File: src/rtl/cbd_pkg.sv
package cbd_pkg;

  localparam int DITHER_DEPTH = 256;
  localparam int DITHER_AW    = $clog2(DITHER_DEPTH);

  // request kinds
  localparam logic KIND_TABLE = 1'b0;
  localparam logic KIND_PIXEL = 1'b1;

  // coverage codes
  localparam logic [1:0] COV_NONE    = 2'd0;
  localparam logic [1:0] COV_HALF    = 2'd1;
  localparam logic [1:0] COV_QUARTER = 2'd2;
  localparam logic [1:0] COV_FULL    = 2'd3;

  // configuration register indexes
  localparam logic [1:0] REG_INK_RED   = 2'd0;
  localparam logic [1:0] REG_INK_GREEN = 2'd1;
  localparam logic [1:0] REG_INK_BLUE  = 2'd2;

  // dither guard limits
  localparam logic [7:0] R_LIMIT = 8'd249;
  localparam logic [7:0] G_LIMIT = 8'd253;
  localparam logic [7:0] B_LIMIT = 8'd249;

  typedef struct packed {
    logic [7:0] red;
    logic [7:0] green;
    logic [7:0] blue;
  } ink_t;

  typedef struct packed {
    logic [15:0] background;
    logic [1:0]  coverage;
  } pix_req_t;

endpackage

File: src/rtl/cbd_dither_ram.sv
module cbd_dither_ram
  import cbd_pkg::*;
(
  input  logic                 clk,
  input  logic                 rst_n,
  input  logic                 wr_en,
  input  logic [DITHER_AW-1:0] wr_addr,
  input  logic [7:0]           wr_data,
  input  logic                 rd_en,
  input  logic [DITHER_AW-1:0] rd_addr,
  output logic [7:0]           rd_data
);

  logic [7:0]              mem [DITHER_DEPTH];
  logic [DITHER_DEPTH-1:0] valid_r;
  logic [7:0]              mem_rd_r;
  logic                    vld_rd_r;

  // storage, no reset
  always_ff @(posedge clk) begin
    if (wr_en) begin
      mem[wr_addr] <= wr_data;
    end
    if (rd_en) begin
      mem_rd_r <= mem[rd_addr];
    end
  end

  // per-entry valid bits; unwritten entries read as zero
  always_ff @(posedge clk) begin
    if (!rst_n) begin
      valid_r  <= '0;
      vld_rd_r <= 1'b0;
    end else begin
      if (wr_en) begin
        valid_r[wr_addr] <= 1'b1;
      end
      if (rd_en) begin
        vld_rd_r <= valid_r[rd_addr];
      end
    end
  end

  assign rd_data = vld_rd_r ? mem_rd_r : 8'd0;

`ifndef SYNTHESIS
  a_wr_sets_valid: assert property (@(posedge clk) disable iff (!rst_n)
    wr_en |=> valid_r[$past(wr_addr)])
    else $error("written entry not marked valid");

  a_no_rw_same_cycle: assert property (@(posedge clk) disable iff (!rst_n)
    !(wr_en && rd_en))
    else $error("table read and write in one cycle");

  a_unwritten_zero: assert property (@(posedge clk) disable iff (!rst_n)
    !vld_rd_r |-> rd_data == 8'd0)
    else $error("unwritten entry read non-zero");
`endif

endmodule

File: src/rtl/cbd_blend.sv
module cbd_blend
  import cbd_pkg::*;
(
  input  pix_req_t    req,
  input  ink_t        ink,
  input  logic [7:0]  dither,
  output logic [15:0] pixel
);

  logic [7:0] bg_r, bg_g, bg_b;
  logic [7:0] ink_r_q, ink_g_q, ink_b_q;
  logic [7:0] mix_r, mix_g, mix_b;
  logic [7:0] dit_r, dit_g, dit_b;

  // widen RGB565 to 8-bit channels, low bits zero
  assign bg_r = {req.background[15:11], 3'b000};
  assign bg_g = {req.background[10:5], 2'b00};
  assign bg_b = {req.background[4:0], 3'b000};

  assign ink_r_q = {2'b00, ink.red[7:2]};
  assign ink_g_q = {2'b00, ink.green[7:2]};
  assign ink_b_q = {2'b00, ink.blue[7:2]};

  // sums peak at 253, so 8 bits hold them
  always_comb begin
    case (req.coverage)
      COV_HALF: begin
        mix_r = {1'b0, bg_r[7:1]} + {1'b0, ink.red[7:1]};
        mix_g = {1'b0, bg_g[7:1]} + {1'b0, ink.green[7:1]};
        mix_b = {1'b0, bg_b[7:1]} + {1'b0, ink.blue[7:1]};
      end
      COV_QUARTER: begin
        mix_r = {2'b00, bg_r[7:2]} + ink_r_q + {ink_r_q[6:0], 1'b0};
        mix_g = {2'b00, bg_g[7:2]} + ink_g_q + {ink_g_q[6:0], 1'b0};
        mix_b = {2'b00, bg_b[7:2]} + ink_b_q + {ink_b_q[6:0], 1'b0};
      end
      default: begin
        mix_r = ink.red;
        mix_g = ink.green;
        mix_b = ink.blue;
      end
    endcase
  end

  // guarded offsets never wrap
  assign dit_r = (mix_r < R_LIMIT) ? mix_r + {5'd0, dither[2:0]} : mix_r;
  assign dit_g = (mix_g < G_LIMIT) ? mix_g + {6'd0, dither[4:3]} : mix_g;
  assign dit_b = (mix_b < B_LIMIT) ? mix_b + {5'd0, dither[7:5]} : mix_b;

  assign pixel = (req.coverage == COV_NONE) ? req.background
                                            : {dit_r[7:3], dit_g[7:2], dit_b[7:3]};

endmodule

File: src/rtl/coverage_blend_dither_rgb565_core.sv
// A pixel request has its table byte registered at the accepting edge, is
// blended into the output register once that register is free, and is then
// offered on out_pixel until taken.
// Throughput: one request per cycle while in_stall is low, table writes and
// pixels alike; a table write completes at acceptance and gives no result.
// Reset (rst_n low, synchronous): pipeline empties, ink colour goes to white,
// every dither table entry reads as zero until written.
module coverage_blend_dither_rgb565_core
  import cbd_pkg::*;
(
  input  logic        clk,
  input  logic        rst_n,
  // configuration
  input  logic        cfg_we,
  input  logic [1:0]  cfg_index,
  input  logic [7:0]  cfg_wdata,
  // request channel
  input  logic        in_valid,
  output logic        in_stall,
  input  logic        in_kind,
  input  logic [7:0]  in_table_slot,
  input  logic [7:0]  in_table_byte,
  input  logic [15:0] in_background,
  input  logic [1:0]  in_coverage,
  input  logic [7:0]  in_col,
  input  logic [7:0]  in_row,
  // result channel
  output logic        out_valid,
  input  logic        out_stall,
  output logic [15:0] out_pixel
);

  ink_t       ink_r;
  logic       s1_valid_r;
  pix_req_t   s1_req_r;
  logic       out_valid_r;
  logic [15:0] out_pixel_r;

  logic       in_acc;
  logic       out_free;
  logic       s1_adv;
  logic       tbl_wr;
  logic       tbl_rd;
  logic [DITHER_AW-1:0] tbl_rd_addr;
  logic [7:0] dither;
  logic [15:0] blend_pixel;

  // --------------------------------------------------------------------
  // Configuration: ink colour, ignored beyond the three registers
  // --------------------------------------------------------------------
  always_ff @(posedge clk) begin
    if (!rst_n) begin
      ink_r <= '{red: 8'hff, green: 8'hff, blue: 8'hff};
    end else if (cfg_we) begin
      case (cfg_index)
        REG_INK_RED:   ink_r.red   <= cfg_wdata;
        REG_INK_GREEN: ink_r.green <= cfg_wdata;
        REG_INK_BLUE:  ink_r.blue  <= cfg_wdata;
        default: ;
      endcase
    end
  end

  // --------------------------------------------------------------------
  // Flow control. The output register frees when empty or taken; stage 1
  // moves on whenever the output register can load. A request is held off
  // only while a pixel sits in stage 1 that cannot move.
  // --------------------------------------------------------------------
  assign out_free = !out_valid_r || !out_stall;
  assign s1_adv   = s1_valid_r && out_free;
  assign in_stall = s1_valid_r && !out_free;
  assign in_acc   = in_valid && !in_stall;

  // table write at acceptance; pixel reads its entry in the same edge, so a
  // write followed by a pixel on the next cycle already sees the new byte
  assign tbl_wr      = in_acc && (in_kind == KIND_TABLE);
  assign tbl_rd      = in_acc && (in_kind == KIND_PIXEL);
  assign tbl_rd_addr = {in_row[4:0], 3'b000} + in_col;   // (8*row+col) mod 256

  cbd_dither_ram u_ram (
    .clk     (clk),
    .rst_n   (rst_n),
    .wr_en   (tbl_wr),
    .wr_addr (in_table_slot),
    .wr_data (in_table_byte),
    .rd_en   (tbl_rd),
    .rd_addr (tbl_rd_addr),
    .rd_data (dither)
  );

  // --------------------------------------------------------------------
  // Stage 1: pixel request alongside the registered table byte
  // --------------------------------------------------------------------
  always_ff @(posedge clk) begin
    if (!rst_n) begin
      s1_valid_r <= 1'b0;
    end else if (tbl_rd) begin
      s1_valid_r <= 1'b1;
    end else if (s1_adv) begin
      s1_valid_r <= 1'b0;
    end
  end

  always_ff @(posedge clk) begin
    if (tbl_rd) begin
      s1_req_r <= '{background: in_background, coverage: in_coverage};
    end
  end

  cbd_blend u_blend (
    .req    (s1_req_r),
    .ink    (ink_r),
    .dither (dither),
    .pixel  (blend_pixel)
  );

  // --------------------------------------------------------------------
  // Output register
  // --------------------------------------------------------------------
  always_ff @(posedge clk) begin
    if (!rst_n) begin
      out_valid_r <= 1'b0;
    end else if (out_free) begin
      out_valid_r <= s1_valid_r;
    end
  end

  always_ff @(posedge clk) begin
    if (s1_adv) begin
      out_pixel_r <= blend_pixel;
    end
  end

  assign out_valid = out_valid_r;
  assign out_pixel = out_pixel_r;

`ifndef SYNTHESIS
  a_stall_only_when_full: assert property (@(posedge clk) disable iff (!rst_n)
    in_stall |-> s1_valid_r && out_valid_r)
    else $error("request stalled with room in the pipeline");

  a_pixel_enters_s1: assert property (@(posedge clk) disable iff (!rst_n)
    tbl_rd |=> s1_valid_r)
    else $error("accepted pixel lost before stage 1");

  a_out_from_s1: assert property (@(posedge clk) disable iff (!rst_n)
    $rose(out_valid_r) |-> $past(s1_valid_r))
    else $error("result appeared without a pixel in stage 1");

  a_zero_cov_pass: assert property (@(posedge clk) disable iff (!rst_n)
    (s1_adv && s1_req_r.coverage == COV_NONE)
      |=> out_pixel_r == $past(s1_req_r.background))
    else $error("zero coverage did not keep the background");
`endif

endmodule
File: config.mk
export PLATFORM = sky130hd
export DESIGN_NAME = coverage_blend_dither_rgb565_core
export DESIGN_NICKNAME = d
export VERILOG_FILES = /design/src/rtl/cbd_pkg.sv /design/src/rtl/cbd_dither_ram.sv /design/src/rtl/cbd_blend.sv /design/src/rtl/coverage_blend_dither_rgb565_core.sv
export SDC_FILE = /design/constraint.sdc
export NUM_CORES = 2
export LEC_CHECK = 0
export BUFFER_PORTS_ARGS = -buffer_cell sky130_fd_sc_hd__buf_2
export CORE_MARGIN = 2
export CORE_UTILIZATION = 55
export DETAILED_ROUTE_END_ITERATION = 10
export PLACE_DENSITY = 0.74
export SYNTH_ARGS = -nofsm -noshare
export SYNTH_HDL_FRONTEND = slang
export SYNTH_SLANG_ARGS = --single-unit
File: constraint.sdc
create_clock -name clk -period 3.7 [get_ports clk]
set_input_delay 0.185 -clock clk [delete_from_list [all_inputs] [get_ports clk]]
set_output_delay 0.185 -clock clk [all_outputs]
set_load 0.05 [all_outputs]
---- Word-level counts from Yosys, hierarchy flattened ----
Memory sizes are Yosys's and may differ from the RTL's. A register that Yosys moved wholly into a read port is not among the register bits.
Index checks and enable logic that the tools add are counted.
storage, ports and cells
  memories kept ........................... 1
  input port bits ......................... 66
  output and inout port bits .............. 18
  word-level logic and storage cells ...... 69
  register bits after elaboration ......... 317
  memory bits (writable) .................. 2,048
memories
  name       words  bits a word  read ports  clocked after Yosys merged registers in  write ports  RTL line              text
  u_ram.mem  256    8            1           1                                        1            cbd_dither_ram.sv:14  logic [7:0] mem [DITHER_DEPTH];
cells by class
  $add $sub $neg .......................... 13
  mux-type cells .......................... 16
  equal/unequal tests ..................... 4
  order comparisons ....................... 6
  bitwise operators ....................... 2
  reduce and logical (&&, ||, !) cells .... 17
operator list
  operator            number
  $or 256x256->256    1
  $pmux 8 s2          3
  $mux 8              4
  $add 7x7->8         3
  $add 8x7->8         3
  $lt 8x8->1 const B  3
  $add 6x6->7         3
  $lt 8x9->1 const B  2
  $add 8x3->8         2
  $mux 16             1
  $add 8x2->8         1
  $add 8x8->8         1
  $bmux 1 s8          1
  $demux 1 s8         1
  $ge 8x1->1 const B  1
  $logic_and 1x1->1   6
  $mux 1              6
  $reduce_and 2->1    3
  $eq 2x1->1 const B  2
  $eq 2x2->1 const B  2
  $logic_not 1->1     4
  $logic_not 2->1     2
  $reduce_bool 2->1   1
  $logic_or 1x1->1    1
  $not 1->1           1

---- Logic depth before layout (Yosys ltp) ----
  depth in word-level cells ............... 9
  gate-level depth with buffers ........... 17
  mapped depth without buffers ............ 16

---- Modules after synthesis ----
Synthesis repeated with hierarchy kept, for this count alone.
second synthesis, totals
  cells, all modules ...................... 4,806
  area, all modules ....................... 92,804.0 µm²
by module, submodules not included
  module                             instances  sequential area each (µm²)  cells an instance  area each (µm²)
  cbd_dither_ram                     1          66,884.1                    4,286              87,998.1
  cbd_blend                          1          0.0                         348                2,681.3
  coverage_blend_dither_rgb565_core  1          1,541.5                     172                2,124.5

---- Worst setup path before layout ----
OpenSTA, ideal clock, no wires.
  kind .................................... register to register
  start ................................... register s1_req_r[0] in the netlist's numbering
  end ..................................... register out_pixel_r[7] (netlist: out_pixel[7]) (data pin)
  period minus slack after synthesis ...... 3.952 ns
  required time ........................... 3.531 ns
  path buffers ............................ 3
  data arrival time ....................... 3.783 ns
  slack ................................... -0.252 ns
  cell stages (with the launch flop) ...... 16
  library setup time ...................... 0.169 ns
  cell sequence ........................... edfxtp_1 > inv_1 > ha_1 > clkbuf_1 > clkbuf_1 > buf_1 > mux2_2 > ha_1 > inv_1 > fa_1 > o22ai_1 > nand2_1 > or3b_2 > nor3_1 > nor2_1 > o31ai_1
on the way
  word-level cells in the longest chain between the ends .. 5
  elaborated cells on any way between the ends .. 8
  those cells by class .................... add/sub (1); order compare (1); eq/ne (2); mux (3); reduce/logical (1)
ends and longest elaborated chain
  what                                              RTL line                                  text
  start: declaration                                coverage_blend_dither_rgb565_core.sv:35   pix_req_t s1_req_r;
  start signal: assignment                          coverage_blend_dither_rgb565_core.sv:106  s1_req_r <= '{background: in_background, coverage: in_coverage};
  $eq 2x2->1 / $eq 2x1->1 (equally long branches)   cbd_blend.sv:26                           case (req.coverage)
  $pmux 8 s2                                        cbd_blend.sv:26
  $add 8x2->8 / $lt 8x8->1 (equally long branches)  cbd_blend.sv:47                           assign dit_g = (mix_g < G_LIMIT) ? mix_g + {6'd0, dither[4:3]} : mix_g;
  $mux 8                                            cbd_blend.sv:47
  $mux 16 (*)                                       cbd_blend.sv:50                           assign pixel = (req.coverage == COV_NONE) ? req.background
  net blend_pixel[7]                                coverage_blend_dither_rgb565_core.sv:46   logic [15:0] blend_pixel;
  end signal: assignment                            coverage_blend_dither_rgb565_core.sv:130  out_pixel_r <= blend_pixel;
  end: declaration                                  coverage_blend_dither_rgb565_core.sv:37   logic [15:0] out_pixel_r;
The timed path passes the listed nets; every way through them passes the cells marked *.
A chain may end at the register's enable or synchronous reset.

---- Worst setup path after layout ----
  start ................................... register s1_req_r[13] in the netlist's numbering
  end ..................................... register out_pixel_r[15] (netlist: out_pixel[15]) (data pin)
on the way
  word-level cells in the longest chain between the ends .. 6
  elaborated cells on any way between the ends .. 8
  those cells by class .................... add/sub (4); order compare (1); mux (3)
ends and longest elaborated chain
  what                                              RTL line                                 text
  $add 6x6->7                                       cbd_blend.sv:33                          mix_r = {2'b00, bg_r[7:2]} + ink_r_q + {ink_r_q[6:0], 1'b0};
  $add 8x7->8                                       cbd_blend.sv:33
  $pmux 8 s2 (*)                                    cbd_blend.sv:26
  $add 8x3->8 / $lt 8x8->1 (equally long branches)  cbd_blend.sv:46                          assign dit_r = (mix_r < R_LIMIT) ? mix_r + {5'd0, dither[2:0]} : mix_r;
  $mux 8 (*)                                        cbd_blend.sv:46
  $mux 16 (*)                                       cbd_blend.sv:50
  net blend_pixel[15]                               coverage_blend_dither_rgb565_core.sv:46
Marks and branches as above.

==> report_table.html <==
<table>
<tr><th>Metric</th><th>Value</th></tr>
<tr><th colspan="2">Status</th></tr>
<tr><td>Outcome</td><td>complete, no violations</td></tr>
<tr><th colspan="2">Synthesis</th></tr>
<tr><td>Count of flip-flops with a built-in enable after synthesis</td><td>2,090</td></tr>
<tr><td>Mapped cell area</td><td>92,900 um^2</td></tr>
<tr><td>Syn_nets</td><td>4,673</td></tr>
<tr><td>Number of cells produced by synthesis</td><td>4,554</td></tr>
<tr><td>Yosys cell types</td><td>66</td></tr>
<tr><td>Proportion of synthesized chip area in sequential cells</td><td>0.737</td></tr>
<tr><td>Mean Syn Cell Area</td><td>20.4 um^2</td></tr>
<tr><td>Synth Flop Type</td><td>edfxtp_1</td></tr>
<tr><td>Flops &amp; latches, synth</td><td>2,373</td></tr>
<tr><td>Number of warnings printed during yosys synthesis</td><td>0</td></tr>
<tr><td>FFs w/ async S/R, synth</td><td>0</td></tr>
<tr><th colspan="2">Timing</th></tr>
<tr><td>Max Freq</td><td>0.280 GHz</td></tr>
<tr><td>Final setup viols</td><td>0</td></tr>
<tr><td>Minimum setup slack in the final design</td><td>0.127 ns</td></tr>
<tr><td>Transition time of the tightest slew-check pin</td><td>1.29 ns</td></tr>
<tr><td>Final cycle utilization of the critical path</td><td>0.966</td></tr>
<tr><td>Final number of max-transition violations</td><td>0</td></tr>
<tr><td>Max-slew headroom</td><td>0.135</td></tr>
<tr><td>Fin Clk Skew</td><td>0.0262 ns</td></tr>
<tr><td>Final hold viol count</td><td>0</td></tr>
<tr><td>Worst hold-check slack</td><td>0.0194 ns</td></tr>
<tr><td>Time the worst path needs with I/O delays and setup</td><td>3.57 ns</td></tr>
<tr><td>RSZ-0062 raised after global routing</td><td>true</td></tr>
<tr><th colspan="2">Drt</th></tr>
<tr><td>Residual DRC</td><td>0</td></tr>
<tr><td>Via count</td><td>47.8k</td></tr>
<tr><td>Per-cell routed wire length</td><td>29.7 um</td></tr>
<tr><td>Length of routed wiring on met1</td><td>84.5 mm</td></tr>
<tr><td>Met3 routed wirelength</td><td>17.4 mm</td></tr>
<tr><td>Antenna Violating Nets Remaining</td><td>0</td></tr>
<tr><td>DR vias/cell</td><td>6.43</td></tr>
<tr><td>Routed Wire Length</td><td>221 mm</td></tr>
<tr><td>Starting DRT DRC Count</td><td>5,871</td></tr>
<tr><td>Amount of wire on met2 after detailed routing</td><td>112 mm</td></tr>
<tr><td>Highest routed metal layer</td><td>met5</td></tr>
<tr><td>Initial DRT Pass Iterations</td><td>6</td></tr>
<tr><th colspan="2">Floorplan</th></tr>
<tr><td>Die outline area</td><td>172,000 um^2</td></tr>
<tr><td>Initial core utilization</td><td>0.555</td></tr>
<tr><td>IO Pins</td><td>84</td></tr>
<tr><td>Width of the die</td><td>415 um</td></tr>
<tr><td>Number of placement rows</td><td>150</td></tr>
<tr><td>Die outline height</td><td>415 um</td></tr>
<tr><td>Core area</td><td>167,000 um^2</td></tr>
<tr><th colspan="2">Global routing</th></tr>
<tr><td>Maximum number of pins on one net before global-route repair</td><td>135</td></tr>
<tr><td>Total global-route track usage</td><td>0.257</td></tr>
<tr><td>Remaining global-route overflow</td><td>0</td></tr>
<tr><td>Initial antenna violation count</td><td>11</td></tr>
<tr><td>Number of global-route vias before repair</td><td>47.6k</td></tr>
<tr><td>First-pass GRT wire length</td><td>324 mm</td></tr>
<tr><th colspan="2">Placement</th></tr>
<tr><td>Placer's final routability congestion estimate</td><td>0.887</td></tr>
<tr><td>Placement Setup Slack</td><td>-0.0839 ns</td></tr>
<tr><td>Hpwl dp</td><td>138 mm</td></tr>
<tr><td>Number of input and output port buffers inserted</td><td>80</td></tr>
<tr><td>Cell area after placement</td><td>98,600 um^2</td></tr>
<tr><th colspan="2">Worst setup path</th></tr>
<tr><td>Signal arrival time at the worst endpoint</td><td>4.24 ns</td></tr>
<tr><td>Ordered cell list for the critical path</td><td>ha_1, inv_1, fa_1, fa_1, inv_1, a221oi_1, nor2_1, ha_1, a21oi_1, nor3_2, and2_1, and4b_1, o31ai_1</td></tr>
<tr><td>Slowest CP cell</td><td>fa_1</td></tr>
<tr><td>CP required</td><td>4.36 ns</td></tr>
<tr><td>Start-to-end type of the worst setup path</td><td>reg2reg</td></tr>
<tr><td>Element type at the critical path end</td><td>flop</td></tr>
<tr><td>Startpoint Class</td><td>flop</td></tr>
<tr><td>Crit path largest cell delay</td><td>0.52 ns</td></tr>
<tr><td>Worst-path fanout max</td><td>4</td></tr>
<tr><th colspan="2">Power and ir drop</th></tr>
<tr><td>Peak supply drop</td><td>0.500 mV</td></tr>
<tr><td>PwrDens</td><td>523 nW/um^2</td></tr>
<tr><td>Reported leakage power</td><td>34.5 nW</td></tr>
<tr><th colspan="2">Min path</th></tr>
<tr><td>Type of the tightest min-delay check</td><td>in2reg</td></tr>
<tr><th colspan="2">Clock network</th></tr>
<tr><td>Max Buffers Root-to-Sink</td><td>3</td></tr>
<tr><td>H-tree Lvls</td><td>4</td></tr>
<tr><td>Num CTS Buffers</td><td>219</td></tr>
<tr><td>Root buffer selected by CTS</td><td>clkbuf_16</td></tr>
<tr><td>Clock tree sinks</td><td>2,373</td></tr>
<tr><td>Clock transition at the registers of the reported paths</td><td>0.06 ns</td></tr>
<tr><td>Worst skew pair latency</td><td>0.85 ns</td></tr>
<tr><td>CTS tree</td><td>yes</td></tr>
<tr><th colspan="2">Finish</th></tr>
<tr><td>Combined area of the multi-input logic cells</td><td>23,300 um^2</td></tr>
<tr><td>Post-route cell area</td><td>106,000 um^2</td></tr>
<tr><td>Layout fillers</td><td>11.0k</td></tr>
<tr><td>Area Growth Syn to Fin</td><td>14.5%</td></tr>
<tr><td>Share of layout cells above drive strength 1</td><td>0.296</td></tr>
<tr><td>Commonest non-fill, non-tap cell in the layout</td><td>edfxtp_1</td></tr>
<tr><td>Net count of the finished layout</td><td>5,155</td></tr>
<tr><td>Commonest non-fill, non-tap cells in the layout</td><td>edfxtp_1 (2,090), mux4_2 (703), buf_4 (342)</td></tr>
<tr><td>Register Area</td><td>68,400 um^2</td></tr>
<tr><th colspan="2">Flow run</th></tr>
<tr><td>Max_cap viols</td><td>0</td></tr>
</table>
-- stage by stage --
step	utilization	setup TNS (ns)	total power, W	cells
CTS	0.634	0	0.0558	7429
global route	0.636	-0.0924	0.0570	7443
floorplan	-	0	0.0320	4554
detailed placement	0.589	-0.310	0.0338	6964
finish	0.636	0	0.0556	7443
global placement	0.589	-0.0655	0.0338	6964
-- routing by layer --
metal | up-vias | GRT usage
li1 | 19800 | -
met3 | 390 | 0.0453
met2 | 2368 | 0.425
met4 | 6 | 0.0889
met1 | 25300 | 0.349
met5 | - | 0
-- final timing paths --
check             cells after the start          startpoint  slack, ns            endpoint
setup / recovery                     13        s1_req_r[13]       0.13       out_pixel[15]
hold / removal                        1    in_table_byte[6]       0.02    u_ram.mem[19][6]
setup reg to reg                     13        s1_req_r[13]       0.13       out_pixel[15]
hold reg to reg                       1  u_ram.valid_r[102]       0.46  u_ram.valid_r[102]
-- cell type report --
cell class                 count  share of cell area
sequential                  2373               0.643
multi-input combinational   1882               0.219
clock buffer                 317              0.0584
timing repair buffer         522              0.0433
tap                         2204              0.0259
clock inverter               101             0.00863
inverter                      38             0.00141
antenna                        6            0.000141
-- flip-flops by register name, summed over array words and instances (netlist names) --
register and count:
u_ram.vld_rd_r 1, u_ram.valid_r 256, u_ram.mem 2048, out_pixel 16
out_valid 1, s1_req_r 18, s1_valid_r 1, u_ram.mem_rd_r 8
ink_r 24
-- cell usage after synthesis (all sizes together) (4+ instances only) --
cell,number,area (um^2)
edfxtp,2090,62800
a221oi,11,96.3
mux2i,11,110
o21a,261,1960
nor3,6,30.0
mux2,7,78.8
fa,7,140
a21o,10,75.1
nor4,5,31.3
nor2,314,1180
nor2b,18,113
nor3b,8,60.1
o22ai,6,37.5
o21ai,56,284
nand3,43,215
xor2,4,35.0
dfxtp,283,5670
o31ai,5,37.5
and2,7,43.8
a22o,29,254
or3,6,37.5
inv,38,143
a21oi,62,310
mux4,703,15800
buf,110,638
xnor2,19,166
clkbuf,151,567
a31oi,4,25.0
a22oi,47,353
a21boi,4,30.0
nand2,110,413
nand3b,4,30.0
o211ai,15,113
ha,46,576
and3,6,37.5
nand2b,6,37.5
-- worst max-delay path, delay by kind of cell, from the launching register on --
kind | cells | cell delay (ns)
fa+ha+maj | 4 | 1.49
simple gates | 4 | 0.61
flops | 1 | 0.39
compound gates | 3 | 0.76
buf+inv | 2 | 0.12
-- logic make-up after synthesis --
family / Yosys count / synth area share
adder cells (fa/ha/maj): 53 / 0.00771
buffers and inverters: 299 / 0.0145
AO/OA/AOI/OAI: 537 / 0.0411
flip-flops: 2373 / 0.737
multiplexers: 721 / 0.173
AND/OR/NAND/NOR: 548 / 0.0253
XOR/XNOR: 23 / 0.00217
-- power by group --
group / switching, W / total, W / leakage [nW] / internal (W)
combinational: 0.00244 / 0.00412 / 9.93 / 0.00168
sequential: 0.0000589 / 0.0292 / 21.1 / 0.0292
clock: 0.00971 / 0.0222 / 3.48 / 0.0125
total: 0.0122 / 0.0556 / 34.5 / 0.0434
-- repair_timing --
item                                    in CTS  in global routing
pin swaps                                    0                 11
hold endpoints to repair                   243                  0
setup buffers                                0                  8
endpoints found under the setup margin       5                 12
gates resized for setup                      4                 30
hold buffers                                47                  0
(Power assumes the default switching activity.)
